**src/assert_macros.svh**
```systemverilog
// Assertion macros shared by the trimmed-mean filter modules.
`ifndef ASSERT_MACROS_SVH
`define ASSERT_MACROS_SVH

// Same-cycle implication, disabled while reset is held.
`define TMF_ASSERT_IMP(label, clk, rst_n, ante, cons) \
  label: assert property (@(posedge clk) disable iff (!rst_n) (ante) |-> (cons)) \
    else $error("tmf assertion failed");

// Next-cycle implication, disabled while reset is held.
`define TMF_ASSERT_NXT(label, clk, rst_n, ante, cons) \
  label: assert property (@(posedge clk) disable iff (!rst_n) (ante) |=> (cons)) \
    else $error("tmf assertion failed");

`endif

```
**src/tmf_pkg.sv**
```systemverilog
// Package of types and constants for the trimmed-mean sample filter.
package tmf_pkg;

  localparam int SAMPLE_BITS  = 10;
  localparam int MAX_WINDOW   = 64;
  localparam int CFG_WIN_W    = 7;
  localparam int CFG_IDX_W    = 4;
  localparam int CFG_DATA_W   = 7;
  localparam int CNT_W        = $clog2(MAX_WINDOW + 1);
  localparam int SUM_W        = SAMPLE_BITS + $clog2(MAX_WINDOW);
  localparam int DIV_W        = $clog2(MAX_WINDOW - 1);
  localparam int STEP_W       = $clog2(SUM_W);
  localparam int MIN_WINDOW   = 3;
  localparam int WINDOW_RESET = 11;

  localparam logic [CFG_IDX_W-1:0] CFG_WINDOW_LEN  = CFG_IDX_W'(0);
  localparam logic [CFG_IDX_W-1:0] CFG_MEDIAN_MODE = CFG_IDX_W'(1);

  typedef logic [SAMPLE_BITS-1:0] sample_t;

  typedef enum logic [2:0] {
    ST_IDLE,
    ST_UPDATE,
    ST_TRIM,
    ST_DIV,
    ST_WAIT
  } state_t;

  typedef struct packed {
    logic load_sample;
    logic update;
    logic trim;
    logic div_step;
    logic out_load;
  } dp_cmd_t;

  typedef struct packed {
    logic run_full;
    logic div_last;
    logic out_busy;
  } dp_status_t;

endpackage

```
**src/tmf_ifs.sv**
```systemverilog
// Stream and configuration channel interfaces of the trimmed-mean filter.
interface tmf_in_if;
  logic             valid;
  logic             ready;
  tmf_pkg::sample_t sample;
  modport source (output valid, output sample, input ready);
  modport sink   (input valid, input sample, output ready);
endinterface

interface tmf_out_if;
  logic             valid;
  logic             ready;
  tmf_pkg::sample_t filtered;
  modport source (output valid, output filtered, input ready);
  modport sink   (input valid, input filtered, output ready);
endinterface

interface tmf_cfg_if;
  logic                             valid;
  logic                             ready;
  logic [tmf_pkg::CFG_IDX_W-1:0]    reg_index;
  logic [tmf_pkg::CFG_DATA_W-1:0]   wdata;
  modport source (output valid, output reg_index, output wdata, input ready);
  modport sink   (input valid, input reg_index, input wdata, output ready);
endinterface

```
**src/tmf_ctrl.sv**
```systemverilog
// Controller state machine of the trimmed-mean filter.
`include "assert_macros.svh"

module tmf_ctrl (
  input  logic                clk,
  input  logic                rst_n,
  input  logic                in_valid,
  output logic                in_ready,
  input  tmf_pkg::dp_status_t status,
  output tmf_pkg::dp_cmd_t    cmd
);

  tmf_pkg::state_t state_r, state_nxt;

  always_ff @(posedge clk) begin
    if (!rst_n) begin
      state_r <= tmf_pkg::ST_IDLE;
    end else begin
      state_r <= state_nxt;
    end
  end

  always_comb begin
    state_nxt = state_r;
    unique case (state_r)
      tmf_pkg::ST_IDLE: begin
        if (in_valid) state_nxt = tmf_pkg::ST_UPDATE;
      end
      tmf_pkg::ST_UPDATE: begin
        state_nxt = status.run_full ? tmf_pkg::ST_TRIM : tmf_pkg::ST_IDLE;
      end
      tmf_pkg::ST_TRIM: begin
        state_nxt = tmf_pkg::ST_DIV;
      end
      tmf_pkg::ST_DIV: begin
        if (status.div_last) state_nxt = tmf_pkg::ST_WAIT;
      end
      tmf_pkg::ST_WAIT: begin
        if (!status.out_busy) state_nxt = tmf_pkg::ST_IDLE;
      end
      default: state_nxt = tmf_pkg::ST_IDLE;
    endcase
  end

  always_comb begin
    cmd      = '0;
    in_ready = 1'b0;
    unique case (state_r)
      tmf_pkg::ST_IDLE: begin
        in_ready        = 1'b1;
        cmd.load_sample = in_valid;
      end
      tmf_pkg::ST_UPDATE: cmd.update   = 1'b1;
      tmf_pkg::ST_TRIM:   cmd.trim     = 1'b1;
      tmf_pkg::ST_DIV:    cmd.div_step = 1'b1;
      tmf_pkg::ST_WAIT:   cmd.out_load = !status.out_busy;
      default: begin
        cmd      = '0;
        in_ready = 1'b0;
      end
    endcase
  end

  `TMF_ASSERT_NXT(a_accept_to_update, clk, rst_n, in_valid && in_ready,
                  state_r == tmf_pkg::ST_UPDATE)
  `TMF_ASSERT_NXT(a_trim_to_div, clk, rst_n, state_r == tmf_pkg::ST_TRIM,
                  state_r == tmf_pkg::ST_DIV)
  `TMF_ASSERT_NXT(a_load_to_idle, clk, rst_n, cmd.out_load,
                  state_r == tmf_pkg::ST_IDLE)

endmodule

```
**src/tmf_dp.sv**
```systemverilog
// Datapath of the trimmed-mean filter: config, median, run stats, serial divider, output.
`include "assert_macros.svh"

module tmf_dp (
  input  logic                               clk,
  input  logic                               rst_n,
  input  tmf_pkg::dp_cmd_t                   cmd,
  output tmf_pkg::dp_status_t                status,
  input  tmf_pkg::sample_t                   in_sample,
  input  logic                               cfg_write,
  input  logic [tmf_pkg::CFG_IDX_W-1:0]      cfg_index,
  input  logic [tmf_pkg::CFG_DATA_W-1:0]     cfg_wdata,
  output logic                               out_valid,
  input  logic                               out_ready,
  output tmf_pkg::sample_t                   out_filtered
);

  // configuration
  logic [tmf_pkg::CFG_WIN_W-1:0] window_len_r;
  logic                          median_mode_r;

  always_ff @(posedge clk) begin
    if (!rst_n) begin
      window_len_r  <= tmf_pkg::CFG_WIN_W'(tmf_pkg::WINDOW_RESET);
      median_mode_r <= 1'b0;
    end else if (cfg_write) begin
      unique case (cfg_index)
        tmf_pkg::CFG_WINDOW_LEN:  window_len_r  <= cfg_wdata[tmf_pkg::CFG_WIN_W-1:0];
        tmf_pkg::CFG_MEDIAN_MODE: median_mode_r <= cfg_wdata[0];
        default: ;
      endcase
    end
  end

  // sample capture and median grouping
  tmf_pkg::sample_t sample_r;
  tmf_pkg::sample_t hold0_r, hold1_r;
  logic [1:0]       phase_r;

  always_ff @(posedge clk) begin
    if (cmd.load_sample) sample_r <= in_sample;
  end

  tmf_pkg::sample_t lo, hi, med, val;
  logic             counted;

  always_comb begin
    lo = (hold0_r > hold1_r) ? hold1_r : hold0_r;
    hi = (hold0_r > hold1_r) ? hold0_r : hold1_r;
    if (sample_r > hi)      med = hi;
    else if (sample_r > lo) med = sample_r;
    else                    med = lo;
    val     = median_mode_r ? med : sample_r;
    counted = !median_mode_r || (phase_r == 2'd2) || (phase_r == 2'd3);
  end

  always_ff @(posedge clk) begin
    if (!rst_n) begin
      hold0_r <= '0;
      hold1_r <= '0;
      phase_r <= '0;
    end else if (cmd.update) begin
      if (counted) begin
        phase_r <= '0;
      end else begin
        if (phase_r[0]) hold1_r <= sample_r;
        else            hold0_r <= sample_r;
        phase_r <= phase_r + 2'd1;
      end
    end
  end

  // running statistics
  tmf_pkg::sample_t             run_max_r, run_min_r;
  logic [tmf_pkg::SUM_W-1:0]    run_sum_r;
  logic [tmf_pkg::CNT_W-1:0]    run_count_r;
  logic [tmf_pkg::CNT_W-1:0]    count_nxt;
  logic [tmf_pkg::CNT_W-1:0]    eff_window;

  always_comb begin
    if (window_len_r < tmf_pkg::CFG_WIN_W'(tmf_pkg::MIN_WINDOW))
      eff_window = tmf_pkg::CNT_W'(tmf_pkg::MIN_WINDOW);
    else if (window_len_r > tmf_pkg::CFG_WIN_W'(tmf_pkg::MAX_WINDOW))
      eff_window = tmf_pkg::CNT_W'(tmf_pkg::MAX_WINDOW);
    else
      eff_window = tmf_pkg::CNT_W'(window_len_r);
    count_nxt = run_count_r + tmf_pkg::CNT_W'(1);
  end

  assign status.run_full = counted && (count_nxt >= eff_window);

  always_ff @(posedge clk) begin
    if (!rst_n) begin
      run_max_r   <= '0;
      run_min_r   <= '0;
      run_sum_r   <= '0;
      run_count_r <= '0;
    end else if (cmd.trim) begin
      run_max_r   <= '0;
      run_min_r   <= '0;
      run_sum_r   <= '0;
      run_count_r <= '0;
    end else if (cmd.update && counted) begin
      if (run_count_r == '0) begin
        run_max_r <= val;
        run_min_r <= val;
      end else begin
        if (val > run_max_r) run_max_r <= val;
        if (val < run_min_r) run_min_r <= val;
      end
      run_sum_r   <= run_sum_r + tmf_pkg::SUM_W'(val);
      run_count_r <= count_nxt;
    end
  end

  // restoring divider, one quotient bit per cycle
  logic [tmf_pkg::SUM_W-1:0]  quo_r;
  logic [tmf_pkg::DIV_W-1:0]  rem_r;
  logic [tmf_pkg::DIV_W-1:0]  divisor_r;
  logic [tmf_pkg::STEP_W-1:0] step_r;
  logic [tmf_pkg::DIV_W:0]    trial;
  logic                       trial_ok;

  assign trial    = {rem_r, quo_r[tmf_pkg::SUM_W-1]};
  assign trial_ok = trial >= {1'b0, divisor_r};
  assign status.div_last = (step_r == tmf_pkg::STEP_W'(tmf_pkg::SUM_W - 1));

  always_ff @(posedge clk) begin
    if (!rst_n) begin
      step_r <= '0;
    end else if (cmd.trim) begin
      step_r <= '0;
    end else if (cmd.div_step) begin
      step_r <= step_r + tmf_pkg::STEP_W'(1);
    end
  end

  always_ff @(posedge clk) begin
    if (cmd.trim) begin
      quo_r     <= run_sum_r - tmf_pkg::SUM_W'(run_max_r) - tmf_pkg::SUM_W'(run_min_r);
      rem_r     <= '0;
      divisor_r <= tmf_pkg::DIV_W'(run_count_r - tmf_pkg::CNT_W'(2));
    end else if (cmd.div_step) begin
      rem_r <= trial_ok ? tmf_pkg::DIV_W'(trial - {1'b0, divisor_r})
                        : trial[tmf_pkg::DIV_W-1:0];
      quo_r <= {quo_r[tmf_pkg::SUM_W-2:0], trial_ok};
    end
  end

  // output register
  logic             out_valid_r;
  tmf_pkg::sample_t out_data_r;

  assign status.out_busy = out_valid_r && !out_ready;

  always_ff @(posedge clk) begin
    if (!rst_n) begin
      out_valid_r <= 1'b0;
    end else if (cmd.out_load) begin
      out_valid_r <= 1'b1;
    end else if (out_ready) begin
      out_valid_r <= 1'b0;
    end
  end

  always_ff @(posedge clk) begin
    if (cmd.out_load) begin
      out_data_r <= (|quo_r[tmf_pkg::SUM_W-1:tmf_pkg::SAMPLE_BITS]) ? '1
                    : quo_r[tmf_pkg::SAMPLE_BITS-1:0];
    end
  end

  assign out_valid    = out_valid_r;
  assign out_filtered = out_data_r;

  `TMF_ASSERT_IMP(a_count_bound, clk, rst_n, 1'b1,
                  run_count_r <= tmf_pkg::CNT_W'(tmf_pkg::MAX_WINDOW))
  `TMF_ASSERT_IMP(a_max_ge_min, clk, rst_n, 1'b1, run_max_r >= run_min_r)
  `TMF_ASSERT_NXT(a_trim_clears, clk, rst_n, cmd.trim,
                  (run_count_r == '0) && (step_r == '0))

endmodule

```
**src/trimmed_mean_sample_filter_unit.sv**
```systemverilog
// Top level of the trimmed-mean sample filter: controller, datapath and channel wiring.
//
// Usage:
//   in_chan  - one 10-bit converter sample per beat (valid/ready).
//   out_chan - one 10-bit trimmed mean per beat: (sum - max - min) / (count - 2).
//   cfg_chan - register writes: index 0 window_len (7 bits), index 1 median_mode
//              (bit 0). Always ready; write only while the block is idle.
// Timing:
//   A sample that completes no window passes through capture and update before
//   the next beat is taken. A sample that completes a window passes through
//   capture, update, trim, the bit-serial divider (one quotient bit per cycle
//   over the 16-bit sum), then the load of the output register.
//   In median mode only every third sample feeds the window.
// Reset (rst_n low, synchronous): window_len returns to 11, median_mode to 0,
//   the run statistics and median group clear and out_chan goes invalid.
// Backpressure: the result waits in the output register while the receiver
//   stalls; new samples keep being taken meanwhile, and only a second finished
//   result holds in the divider until the register frees.
module trimmed_mean_sample_filter_unit (
  input  logic   clk,
  input  logic   rst_n,
  tmf_in_if.sink    in_chan,
  tmf_out_if.source out_chan,
  tmf_cfg_if.sink   cfg_chan
);

  tmf_pkg::dp_cmd_t    cmd;
  tmf_pkg::dp_status_t status;
  logic                in_ready;

  // config port never stalls
  assign cfg_chan.ready = 1'b1;
  assign in_chan.ready  = in_ready;

  tmf_ctrl u_ctrl (
    .clk      (clk),
    .rst_n    (rst_n),
    .in_valid (in_chan.valid),
    .in_ready (in_ready),
    .status   (status),
    .cmd      (cmd)
  );

  tmf_dp u_dp (
    .clk          (clk),
    .rst_n        (rst_n),
    .cmd          (cmd),
    .status       (status),
    .in_sample    (in_chan.sample),
    .cfg_write    (cfg_chan.valid),
    .cfg_index    (cfg_chan.reg_index),
    .cfg_wdata    (cfg_chan.wdata),
    .out_valid    (out_chan.valid),
    .out_ready    (out_chan.ready),
    .out_filtered (out_chan.filtered)
  );

endmodule
```
**src/flat_wrapper.sv**
```systemverilog
// flat-port wrapper written by rule: the top's interface ports become plain ports
module trimmed_mean_sample_filter_unit_flat 
  (clk, rst_n, in_chan_valid, in_chan_sample, in_chan_ready, out_chan_valid, out_chan_filtered, out_chan_ready, cfg_chan_valid, cfg_chan_reg_index, cfg_chan_wdata, cfg_chan_ready);
  tmf_in_if in_chan_i ();
  tmf_out_if out_chan_i ();
  tmf_cfg_if cfg_chan_i ();
  input  logic clk;
  input  logic rst_n;
  input wire logic [$bits(in_chan_i.valid)-1:0] in_chan_valid;
  input wire logic [$bits(in_chan_i.sample)-1:0] in_chan_sample;
  output wire logic [$bits(in_chan_i.ready)-1:0] in_chan_ready;
  output wire logic [$bits(out_chan_i.valid)-1:0] out_chan_valid;
  output wire logic [$bits(out_chan_i.filtered)-1:0] out_chan_filtered;
  input wire logic [$bits(out_chan_i.ready)-1:0] out_chan_ready;
  input wire logic [$bits(cfg_chan_i.valid)-1:0] cfg_chan_valid;
  input wire logic [$bits(cfg_chan_i.reg_index)-1:0] cfg_chan_reg_index;
  input wire logic [$bits(cfg_chan_i.wdata)-1:0] cfg_chan_wdata;
  output wire logic [$bits(cfg_chan_i.ready)-1:0] cfg_chan_ready;
  assign in_chan_i.valid = in_chan_valid;
  assign in_chan_i.sample = in_chan_sample;
  assign in_chan_ready = in_chan_i.ready;
  assign out_chan_valid = out_chan_i.valid;
  assign out_chan_filtered = out_chan_i.filtered;
  assign out_chan_i.ready = out_chan_ready;
  assign cfg_chan_i.valid = cfg_chan_valid;
  assign cfg_chan_i.reg_index = cfg_chan_reg_index;
  assign cfg_chan_i.wdata = cfg_chan_wdata;
  assign cfg_chan_ready = cfg_chan_i.ready;
  trimmed_mean_sample_filter_unit u_core (.clk(clk), .rst_n(rst_n), .in_chan(in_chan_i), .out_chan(out_chan_i), .cfg_chan(cfg_chan_i));
endmodule
```
**config.mk**
```make
export PLATFORM = sky130hd
export DESIGN_NAME = trimmed_mean_sample_filter_unit_flat
export DESIGN_NICKNAME = d
export VERILOG_FILES = /design/src/tmf_pkg.sv /design/src/tmf_ifs.sv /design/src/tmf_ctrl.sv /design/src/tmf_dp.sv /design/src/trimmed_mean_sample_filter_unit.sv /design/src/flat_wrapper.sv
export VERILOG_INCLUDE_DIRS = /design/src /design/src/src
export SDC_FILE = /design/constraint.sdc
export NUM_CORES = 1
export LEC_CHECK = 0
export BUFFER_PORTS_ARGS = -buffer_cell sky130_fd_sc_hd__buf_2
export CAP_MARGIN = 20
export CELL_PAD_IN_SITES_DETAIL_PLACEMENT = 1
export CELL_PAD_IN_SITES_GLOBAL_PLACEMENT = 2
export CORE_MARGIN = 2
export CORE_UTILIZATION = 30
export CTS_CLUSTER_SIZE = 16
export DETAILED_ROUTE_END_ITERATION = 12
export PLACE_DENSITY = 0.67
export SKIP_LAST_GASP = 1
export SYNTH_ARGS = -nofsm -noshare
export SYNTH_HDL_FRONTEND = slang
export SYNTH_SLANG_ARGS = --single-unit
```
**constraint.sdc**
```tcl
create_clock -name clk -period 6.1 [get_ports clk]
set_clock_uncertainty 0.05 [all_clocks]
set_input_delay 0.305 -clock clk [delete_from_list [all_inputs] [get_ports clk]]
set_output_delay 0.305 -clock clk [all_outputs]
set_load 0.1 [all_outputs]
```
# [Word level (Yosys, flattened, before mapping)]
# Index checks and enable logic that the tools add are counted.
[word_totals] ff_bits=129 out_inout_bits=13 elab_cells=100
[op_classes] addsub=8 magnitude_cmp=9 eq_ne=11 muxes=28 n_bitwise=3 n_reduce_logical=24
[ops] op="2-to-1 mux 10 bit" count=9
[ops] op="> comparator 10 bit" count=4
[ops] op="2-to-1 mux 16 bit" count=2
[ops] op="subtractor 16 x 10 -> 16 bit" count=2
[ops] op="adder 16 x 10 -> 16 bit" count=1
[ops] op="one-hot mux 3 bit (5 select lines)" count=1
[ops] op="2-to-1 mux 7 bit" count=2
[ops] op="< comparator 10 bit" count=1
[ops] op="2-to-1 mux 3 bit" count=3
[ops] op="AND reduction 3 bit" count=3
[ops] op="2-to-1 mux 1 bit" count=8
[ops] op="AND reduction 2 bit" count=4
[ops] op="nonzero test 2 bit" count=4
[ops] op="adder 7 x 1 -> 7 bit (second input constant)" count=1
[ops] op="greater-or-equal comparator 7 x 6 -> 1 bit" count=1
[ops] op="greater-or-equal comparator 7 bit" count=1
[ops] op="> comparator 7 bit (second input constant)" count=1
[ops] op="zero test 7 bit" count=1
[ops] op="< comparator 7 x 2 -> 1 bit (second input constant)" count=1
[ops] op="== test 3 x 2 -> 1 bit (second input constant)" count=2
[ops] op="2-to-1 mux 6 bit" count=1
[ops] op="OR reduction 6 bit" count=1
[ops] op="subtractor 6 x 2 -> 6 bit (second input constant)" count=1
[ops] op="subtractor 6 bit" count=1
[ops] op="other kinds (17)" count=27

# [Depth between registers and ports, before layout]
# Gate-level depths: netlist of the first run.
[depth] ltp_word=9 mapped_depth=29 mapped_depth_nobuf=27

# [Cells and area by module]
# Synthesis of the first run repeated with hierarchy kept, for this count alone.
[hier_totals] hier_cells=912 area_unflattened_um2=8474.4
[modules_own_cells] module="tmf_dp" n_inst=1 cells_each=883 area_each_um2=8235.4 seq_area_each_um2=2942.8
[modules_own_cells] module="tmf_ctrl" n_inst=1 cells_each=27 area_each_um2=227.7 seq_area_each_um2=60.1
[modules_own_cells] module="trimmed_mean_sample_filter_unit" n_inst=1 cells_each=2 area_each_um2=11.3 seq_area_each_um2=0.0

# [Worst setup path after synthesis of the first run]
# OpenSTA, ideal clock, no wires.
[synth_path] path_kind="register to register" startpoint="register u_core.u_dp.hold1_r[8]" endpoint="register u_core.u_dp.run_max_r[0]" setup_ps=128 t_arrival_ps=5390 required_ps=5922 path_slack_ps=532 path_stages_with_launch=27 path_buffers=3 synth_period_minus_slack_ps=5568 path_cell_list="dfxtp_1 inv_1 ha_1 a21o_1 a21oi_2 or4b_4 nand2_4 buf_6 buf_8 mux2i_2 ha_1 a21oi_1 o21ai_1 a2111oi_4 o31ai_4 a211o_2 ha_1 a21o_1 a21o_1 a21oi_1 nor2_1 a2111oi_0 a31oi_1 o21ai_0 buf_2 mux2i_1 nor2_1"
[synth_between] elab_chain_len=9 word_cells_on_any_way=13 classes_between="order compare (4); mux (7); reduce/logical (2)"
[synth_lines] element="start, declared" line_no="tmf_dp.sv:37" rtl="tmf_pkg::sample_t hold0_r, hold1_r;"
[synth_lines] element="start signal, assigned" line_no="tmf_dp.sv:66" rtl="if (phase_r[0]) hold1_r <= sample_r;"
[synth_lines] element="> comparator 10 bit" line_no="tmf_dp.sv:48, tmf_dp.sv:49"
[synth_lines] element="2-to-1 mux 10 bit" line_no="tmf_dp.sv:48" rtl="lo = (hold0_r > hold1_r) ? hold1_r : hold0_r;"
[synth_lines] element="> comparator 10 bit" line_no="tmf_dp.sv:51" rtl="else if (sample_r > lo) med = sample_r;"
[synth_lines] element="2-to-1 mux 10 bit" line_no="tmf_dp.sv:51"
[synth_lines] element="2-to-1 mux 10 bit (*)" line_no="tmf_dp.sv:50" rtl="if (sample_r > hi) med = hi;"
[synth_lines] element="2-to-1 mux 10 bit (*)" line_no="tmf_dp.sv:53" rtl="val = median_mode_r ? med : sample_r;"
[synth_lines] element="named net u_core.u_dp.val[3]" line_no="tmf_dp.sv:44" rtl="tmf_pkg::sample_t lo, hi, med, val;"
[synth_lines] element="> comparator 10 bit (*)" line_no="tmf_dp.sv:108" rtl="if (val > run_max_r) run_max_r <= val;"
[synth_lines] element="nonzero test 2 bit (no source line) (*)"
[synth_lines] element="AND reduction 2 bit (no source line) (*)"
[synth_lines] element="end signal, assigned" line_no="tmf_dp.sv:105" rtl="run_max_r <= val;"
[synth_lines] element="end signal, assigned" line_no="tmf_dp.sv:108"
[synth_lines] element="end, declared" line_no="tmf_dp.sv:74" rtl="tmf_pkg::sample_t run_max_r, run_min_r;"
# Mark *: on every way through the listed nets, which the timed path passes. The rest lies on a longest branch. The select of a mux whose other input is x is not followed.
# A chain may end at the register's enable or synchronous reset.

# [Final worst setup path of the first run]
[layout_path] startpoint="register u_core.u_dp.hold1_r[9]" endpoint="register u_core.u_dp.run_max_r[7]"
[layout_between] elab_chain_len=9 word_cells_on_any_way=13 classes_between="order compare (4); mux (7); reduce/logical (2)"
[layout_lines] element="> comparator 10 bit" line_no="tmf_dp.sv:48, tmf_dp.sv:49"
[layout_lines] element="2-to-1 mux 10 bit" line_no="tmf_dp.sv:48"
[layout_lines] element="> comparator 10 bit" line_no="tmf_dp.sv:51"
[layout_lines] element="2-to-1 mux 10 bit" line_no="tmf_dp.sv:51"
[layout_lines] element="2-to-1 mux 10 bit (*)" line_no="tmf_dp.sv:50"
[layout_lines] element="2-to-1 mux 10 bit (*)" line_no="tmf_dp.sv:53"
[layout_lines] element="named net u_core.u_dp.val[7]" line_no="tmf_dp.sv:44"
[layout_lines] element="> comparator 10 bit" line_no="tmf_dp.sv:108"
[layout_lines] element="nonzero test 2 bit (no source line)"
[layout_lines] element="AND reduction 2 bit (no source line)"
# Marked as above.

==> results.cfg, run 1 <==
[sta]
whs_ns = 0.0365
fmax_mhz = 171
finalSetupViolCount = 0
period_needed_ns = 5.86
max_slew_margin_pct = 46.2
drv_slew = 0
hold_violations = 0
final.period_utilization_pct = 96.0
tightest_slew_ns = 0.807
rsz0062_at_grt = true

[run]
cap_viol_max_count = 0

[synthesis]
synthArstFlopShare_pct = 0
synth_top_family_by_area = simple AND/OR/NAND/NOR gates
synth.top_cell.area_share_pct = 20.7
synth_warnings = 0
yosysUniqueCellTypes = 67
synthSimpleGateAreaFrac_pct = 17.3
synthTopCellsByArea = dfxtp_1 (21%), edfxtp_1 (15%), ha_1 (14%)
avgSynthCellArea_um2 = 9.45
syn-cell-area_mm2 = 0.00841
synthXorXnorAreaFrac_pct = 4.27
synth-edff-count = 42
syn_inst = 890
synth_compound_area_share_pct = 13.0
yosys-mux-area-fraction_pct = 8.14
ys.flop_type = dfxtp_1
yosys.area_share.adder_pct = 16.5
ys_ff_latch = 129
ys_seq_area_share_pct = 35.7
synth_top_cell_by_area = dfxtp_1
synth_fp_nets = 1020

[routing]
vias = 6401
drt_iter0_drc = 216
viasPerCell = 4.72
postRouteAntennaNets = 0
route.detailed.drc = 0
wl_per_cell_um = 15.9
dr.pass1.iters = 4
finalWirelength_um = 21500

[setup_path]
startpoint_type = flop
cp-end-kind = flop
arrival_ns = 6.11
crit_fanout = 7
crit_type = flop to flop
required_ns = 6.36

[grt]
gr-total-overflow = 0
grt_pass1_wl_um = 34400
grt_max_degree = 37
grt_use_total_pct = 15.1
antenna_found_initial = 0
grt_pass1_vias = 6480

[cells_and_area]
multiInputGateArea_mm2 = 0.00519
mostFrequentLayoutCells = ha_1 (89), dfxtp_1 (78), nand2_1 (76), inv_1 (72), nor2_1 (69)
layout.nets = 1094
n_fill_cell = 3140
final_common_cell = ha_1
instances_no_fill = 1355
antenna_cells = 0
seqCellArea_mm2 = 0.00302
drive_gt1_share_pct = 18.9
area_growth_pct = 20.2

[floorplanning]
coreArea_mm2 = 0.0277
fp.dieArea_mm2 = 0.0294
start_util_pct = 30.3
chipWidth_um = 171
die_y_um = 171
io_pins = 39
std_cell_rows = 61

[worst_hold_path]
hold_class = input pin to flop

[clocking]
clk_pin_slew_ns = 0.06
clk_latency_ns = 0.44
cts_tree = yes
clock_sinks = 129
root_buffer = clkbuf_16
ctsLongestPathBuffers = 2
htreeDepth = 4
cts_buffers = 17

[status]
outcome = complete, no violations

[power]
p_leak_nw = 4.04
ir_worst_vdd_mv = 0.191
power.total_mw = 2.38
powerDensity_mw_per_mm2 = 235

[placed_design]
numPortBuffers = 37
dp_hpwl_um = 16100
gp_congestion = 0.803
place_inst = 1302
[flip-flops by register name, summed over array words and instances (netlist names)]
name                       cells
u_core.u_dp.quo_r             16
u_core.u_dp.run_sum_r         16
u_core.u_dp.hold0_r           10
u_core.u_dp.hold1_r           10
u_core.u_dp.out_filtered      10
u_core.u_dp.run_max_r         10
u_core.u_dp.run_min_r         10
u_core.u_dp.sample_r          10
u_core.u_dp.run_count_r        7
u_core.u_dp.window_len_r       7
u_core.u_dp.divisor_r          6
u_core.u_dp.rem_r              6
u_core.u_dp.step_r             4
u_core.u_ctrl.state_r          3
u_core.u_dp.phase_r            2
u_core.u_dp.median_mode_r      1
u_core.u_dp.out_valid          1
[power breakdown]
group	total, mW	leakage, nW	switching, mW	internal, mW
clock	0.937	0.252	0.409	0.529
combinational	0.506	2.72	0.282	0.224
sequential	0.933	1.07	0.0261	0.907
[critical path, stage by stage (launching register included)]
cell and delay [ns]:
dfxtp_4 0.38, inv_1 0.05, ha_1 0.34, nand3_4 0.12, a2111oi_4 0.06, or4b_4 0.59
nand2_8 0.13, buf_12 0.14, mux2i_2 0.27, ha_1 0.28, nand4_1 0.17, inv_1 0.10
a2111oi_4 0.45, nor2_2 0.10, o31ai_4 0.33, buf_6 0.17, buf_4 0.14, a211o_4 0.17
ha_1 0.25, a21o_1 0.16, a21o_1 0.18, a2111oi_2 0.35, a31oi_1 0.09, o21ai_2 0.22
buf_6 0.17, mux2i_1 0.18, nor2_1 0.05
[routing by layer]
layer / global-route usage (%) / routed length [um] / vias up
met5: 0 / 0 / -
met4: 4.75 / 257 / 0
met3: 2.74 / 345 / 17
met2: 25.0 / 10300 / 41
met1: 20.0 / 10600 / 3080
li1: - / - / 3263
[final timing paths]
| check | start | to | slack, ns | cells past startpoint |
|---|---|---|---|---|
| worst max register to register | u_core.u_dp.hold1_r[9]$_SDFFE_PN0P_ | u_core.u_dp.run_max_r[7]$_SDFFE_PP0P_ | 0.24 | 26 |
| worst max-delay path | u_core.u_dp.hold1_r[9]$_SDFFE_PN0P_ | u_core.u_dp.run_max_r[7]$_SDFFE_PP0P_ | 0.24 | 26 |
| worst min-delay path | cfg_chan_wdata[3] | u_core.u_dp.window_len_r[3]$_SDFFE_PN1P_ | 0.04 | 3 |
| worst min register to register | u_core.u_dp.window_len_r[0]$_SDFFE_PN1P_ | u_core.u_dp.window_len_r[0]$_SDFFE_PN1P_ | 0.43 | 2 |
[cells in the mapped netlist (all sizes together), types with 2 or more instances]
cell type and n:
o21a 7, a2111oi 5, or3 6, inv 72
a21oi 51, o31ai 3, xnor2 25, a31oi 4
a21boi 2, a211o 9, edfxtp 42, nor4b 3
xor2 16, o211ai 3, ha 92, nand3 13
fa 12, or2 11, nand2b 10, and2 5
mux2i 65, nand2 78, a211oi 5, o21ai 49
nor3b 3, a21o 11, buf 10, a22o 2
nor4 6, dfxtp 87, nand4 11, nor2b 42
nand3b 2, nor3 22, nor2 70, clkbuf 19
o21bai 3
[final cells by class]
| type | instances | area share, % |
|---|---|---|
| multi-input cells | 660 | 51.4 |
| clock buffers | 23 | 4.53 |
| inverters | 72 | 2.67 |
| clock inverters | 9 | 0.582 |
| well taps | 378 | 4.68 |
| flip-flops and latches | 129 | 29.9 |
| repair buffers | 84 | 6.26 |
[through the flow]
step / setup slack (ns) / utilization, % / TNS, ns / area, um2
CTS: 0.00848 / 35.3 / 0 / 9770
detailed placement: 0.0357 / 33.0 / 0 / 9150
floorplan: 0.532 / - / 0 / 8410
global placement: 0.147 / 33.0 / 0 / 9150
finish: 0.245 / 36.5 / 0 / 10100
global route: -0.0872 / 36.5 / -0.901 / 10100
[repair_timing]
item	CTS	global route
gates resized for setup	1	57
buffers inserted	0	8
hold buffers	10	0
endpoints found under the hold margin	10	0
endpoints found under the setup margin	4	30
cloned	0	2
pin swaps	0	17
[cells by family (layout without fill, tap and decap cells)]
logic type                 count (synthesis)  in the layout
and+or+nand+nor                          288            288
AOI/OAI and AO/OA                        161            161
DFF                                      129            129
adders and majority gates                104            104
buffers and inverters                    101            188
muxes                                     65             65
xor gates and xnor gates                  41             41
other                                      1              1
Note: power is estimated with default switching activity, not from simulation.
==> run 2, diff against run 1 <==
--- a/config.mk
+++ b/config.mk
@@ -8,13 +8,13 @@
 export LEC_CHECK = 0
 export BUFFER_PORTS_ARGS = -buffer_cell sky130_fd_sc_hd__buf_2
 export CAP_MARGIN = 20
-export CELL_PAD_IN_SITES_DETAIL_PLACEMENT = 1
-export CELL_PAD_IN_SITES_GLOBAL_PLACEMENT = 2
+export CELL_PAD_IN_SITES_DETAIL_PLACEMENT = 0
+export CELL_PAD_IN_SITES_GLOBAL_PLACEMENT = 1
 export CORE_MARGIN = 2
 export CORE_UTILIZATION = 30
 export CTS_CLUSTER_SIZE = 16
 export DETAILED_ROUTE_END_ITERATION = 12
-export PLACE_DENSITY = 0.67
+export PLACE_DENSITY = 0.58
 export SKIP_LAST_GASP = 1
 export SYNTH_ARGS = -nofsm -noshare
 export SYNTH_HDL_FRONTEND = slang
==> run 2 against run 1 <==
Compared with the run above:
- fmax fell by 0.38%
- worst hold slack lost 0.028 ns
- via count is 0.83% lower
- routed wire length is 6.2% lower
- first-iteration DRC count rose by 45%
- total power rose by 5.2%
- count of clock-buffer cells in the layout is 5 lower
- non-clock buffer count up 26
- cell area grew 2.7%
- die area unchanged
- critical path type unchanged
- largest cell class unchanged
==> results.cfg, run 2 (synthesis gave the netlist of run 1 again) <==
[clocking]
htreeDepth = 4
cts_buffers = 17
ctsLongestPathBuffers = 2
cts_tree = yes
clock_sinks = 129
root_buffer = clkbuf_16
clk_pin_slew_ns = 0.06
clk_latency_ns = 0.43

[cells_and_area]
postLayoutCoreUtil_pct = 37.5
mostFrequentLayoutCells = ha_1 (87), dfxtp_1 (86), nand2_1 (77), inv_1 (72), nor2_1 (69)
antenna_cells = 0
n_fill_cell = 2820
drive_gt1_share_pct = 20.7
largestRegisters = u_core.u_dp.quo_r x16, u_core.u_dp.run_sum_r x16
instances_no_fill = 1382
final_common_cell = ha_1
area_growth_pct = 23.5
layout.nets = 1121

[setup_path]
required_ns = 6.34
slowest_stage = or4b_4
cpLargestDelayFamily = compound AO/OA/AOI/OAI gates
arrival_ns = 6.12
critPathBufInv = 6
cp-end-kind = flop
crit_fanout = 8
max_stage_delay_ns = 0.57
startpoint_type = flop
r2r_slack_ns = 0.22
crit_type = flop to flop

[worst_hold_path]
hold_class = input pin to flop

[grt]
grt_pass1_wl_um = 32100
grt_pass1_vias = 6077
grt_use_total_pct = 14.0
gr-total-overflow = 0
grt_max_degree = 48
antenna_found_initial = 0

[routing]
postRouteAntennaNets = 0
vias = 6348
wl_met3_um = 444
dr.pass1.iters = 4
top_layer = met4
route.detailed.drc = 0
finalWirelength_um = 20200
viasPerCell = 4.59
wl_met2_um = 9540
wl_per_cell_um = 14.6
wl_met1_um = 9950
drt_iter0_drc = 314

[placed_design]
gp_congestion = 0.754
numPortBuffers = 37
dp_hpwl_um = 14900
place_inst = 1327

[floorplanning]
die_y_um = 171
io_pins = 39
coreArea_mm2 = 0.0277
chipWidth_um = 171
std_cell_rows = 61
start_util_pct = 30.3
fp.dieArea_mm2 = 0.0294

[status]
outcome = complete, no violations

[sta]
finalSetupViolCount = 0
tightest_slew_ns = 0.988
whs_ns = 0.00827
max_slew_margin_pct = 34.0
period_needed_ns = 5.88
hold_violations = 0
fmax_mhz = 170
rsz0062_at_grt = true
final.period_utilization_pct = 96.4
drv_slew = 0

[power]
powerDensity_mw_per_mm2 = 241
p_leak_nw = 4.19
ir_worst_vdd_mv = 0.204

[run]
cap_viol_max_count = 0
[run 2: changes by cell type in the layout (fill, tap and decap cells not counted), sizes merged]
| cell | delta |
|---|---|
| buf | +31 |
| bufinv | +3 |
| clkbuf | -6 |
| clkinv | +4 |
| clkinvlp | -1 |
| dlygate4sd3 | -4 |
| inv | -1 |
| nand2 | +1 |
[run 2: worst paths after layout]
kind	cells past startpoint	endpoint	startpoint
worst min register to register	2	u_core.u_dp.window_len_r[0]$_SDFFE_PN1P_	u_core.u_dp.window_len_r[0]$_SDFFE_PN1P_
worst max register to register	28	u_core.u_dp.run_min_r[5]$_SDFFE_PP0P_	u_core.u_dp.hold1_r[8]$_SDFFE_PN0P_
worst min-delay path	1	u_core.u_dp.sample_r[7]$_DFFE_PP_	in_chan_sample[7]
worst max-delay path	28	u_core.u_dp.run_min_r[5]$_SDFFE_PP0P_	u_core.u_dp.hold1_r[8]$_SDFFE_PN0P_
[run 2: final cells by class]
class	count	area (um2)	area share, %
inverter	72	270	2.60
timing repair buffer	110	776	7.47
multi-input combinational	661	5260	50.7
clock inverter	14	165	1.59
sequential	129	3000	28.9
clock buffer	18	429	4.13
tap	378	473	4.56
[run 2: metal layers]
| layer | vias up | GRT usage (%) |
|---|---|---|
| met5 | - | 0 |
| met1 | 2955 | 18.5 |
| met4 | 0 | 4.53 |
| met2 | 58 | 23.3 |
| met3 | 16 | 2.19 |
| li1 | 3319 | - |
[run 2: where the power goes]
| part | total [mW] | switching, mW | internal [mW] |
|---|---|---|---|
| clock network | 1.06 | 0.418 | 0.641 |
| logic | 0.507 | 0.283 | 0.224 |
| registers | 0.935 | 0.0265 | 0.908 |
[run 2: worst register-to-register path: cells and delay by family (launching register included)]
kind | cells | cell delay (ns)
compound gates | 13 | 2.34
fa+ha+maj | 3 | 0.83
buf+inv | 6 | 0.85
flops | 1 | 0.34
mux | 2 | 0.47
simple gates | 4 | 0.88
[run 2: timing repair]
action                                  CTS  global route
buffers inserted                          0            16
hold buffers                              6             0
gates resized for setup                   3            45
gates cloned                              0             1
hold endpoints to repair                  6             0
pin swaps                                 0            23
endpoints found under the setup margin   13            30
[run 2: through the flow]
stage	total power [mW]	setup slack, ns	cell area [um2]	setup TNS, ns
2_1_floorplan	1.31	0.532	8410	0
3_3_place_gp	1.44	0.128	9310	0
3_5_place_dp	1.44	-0.172	9310	-1.44
4_1_cts	2.51	0.0427	9980	0
5_1_grt	2.63	-0.0630	10400	-0.539
6_report	2.50	0.222	10400	0
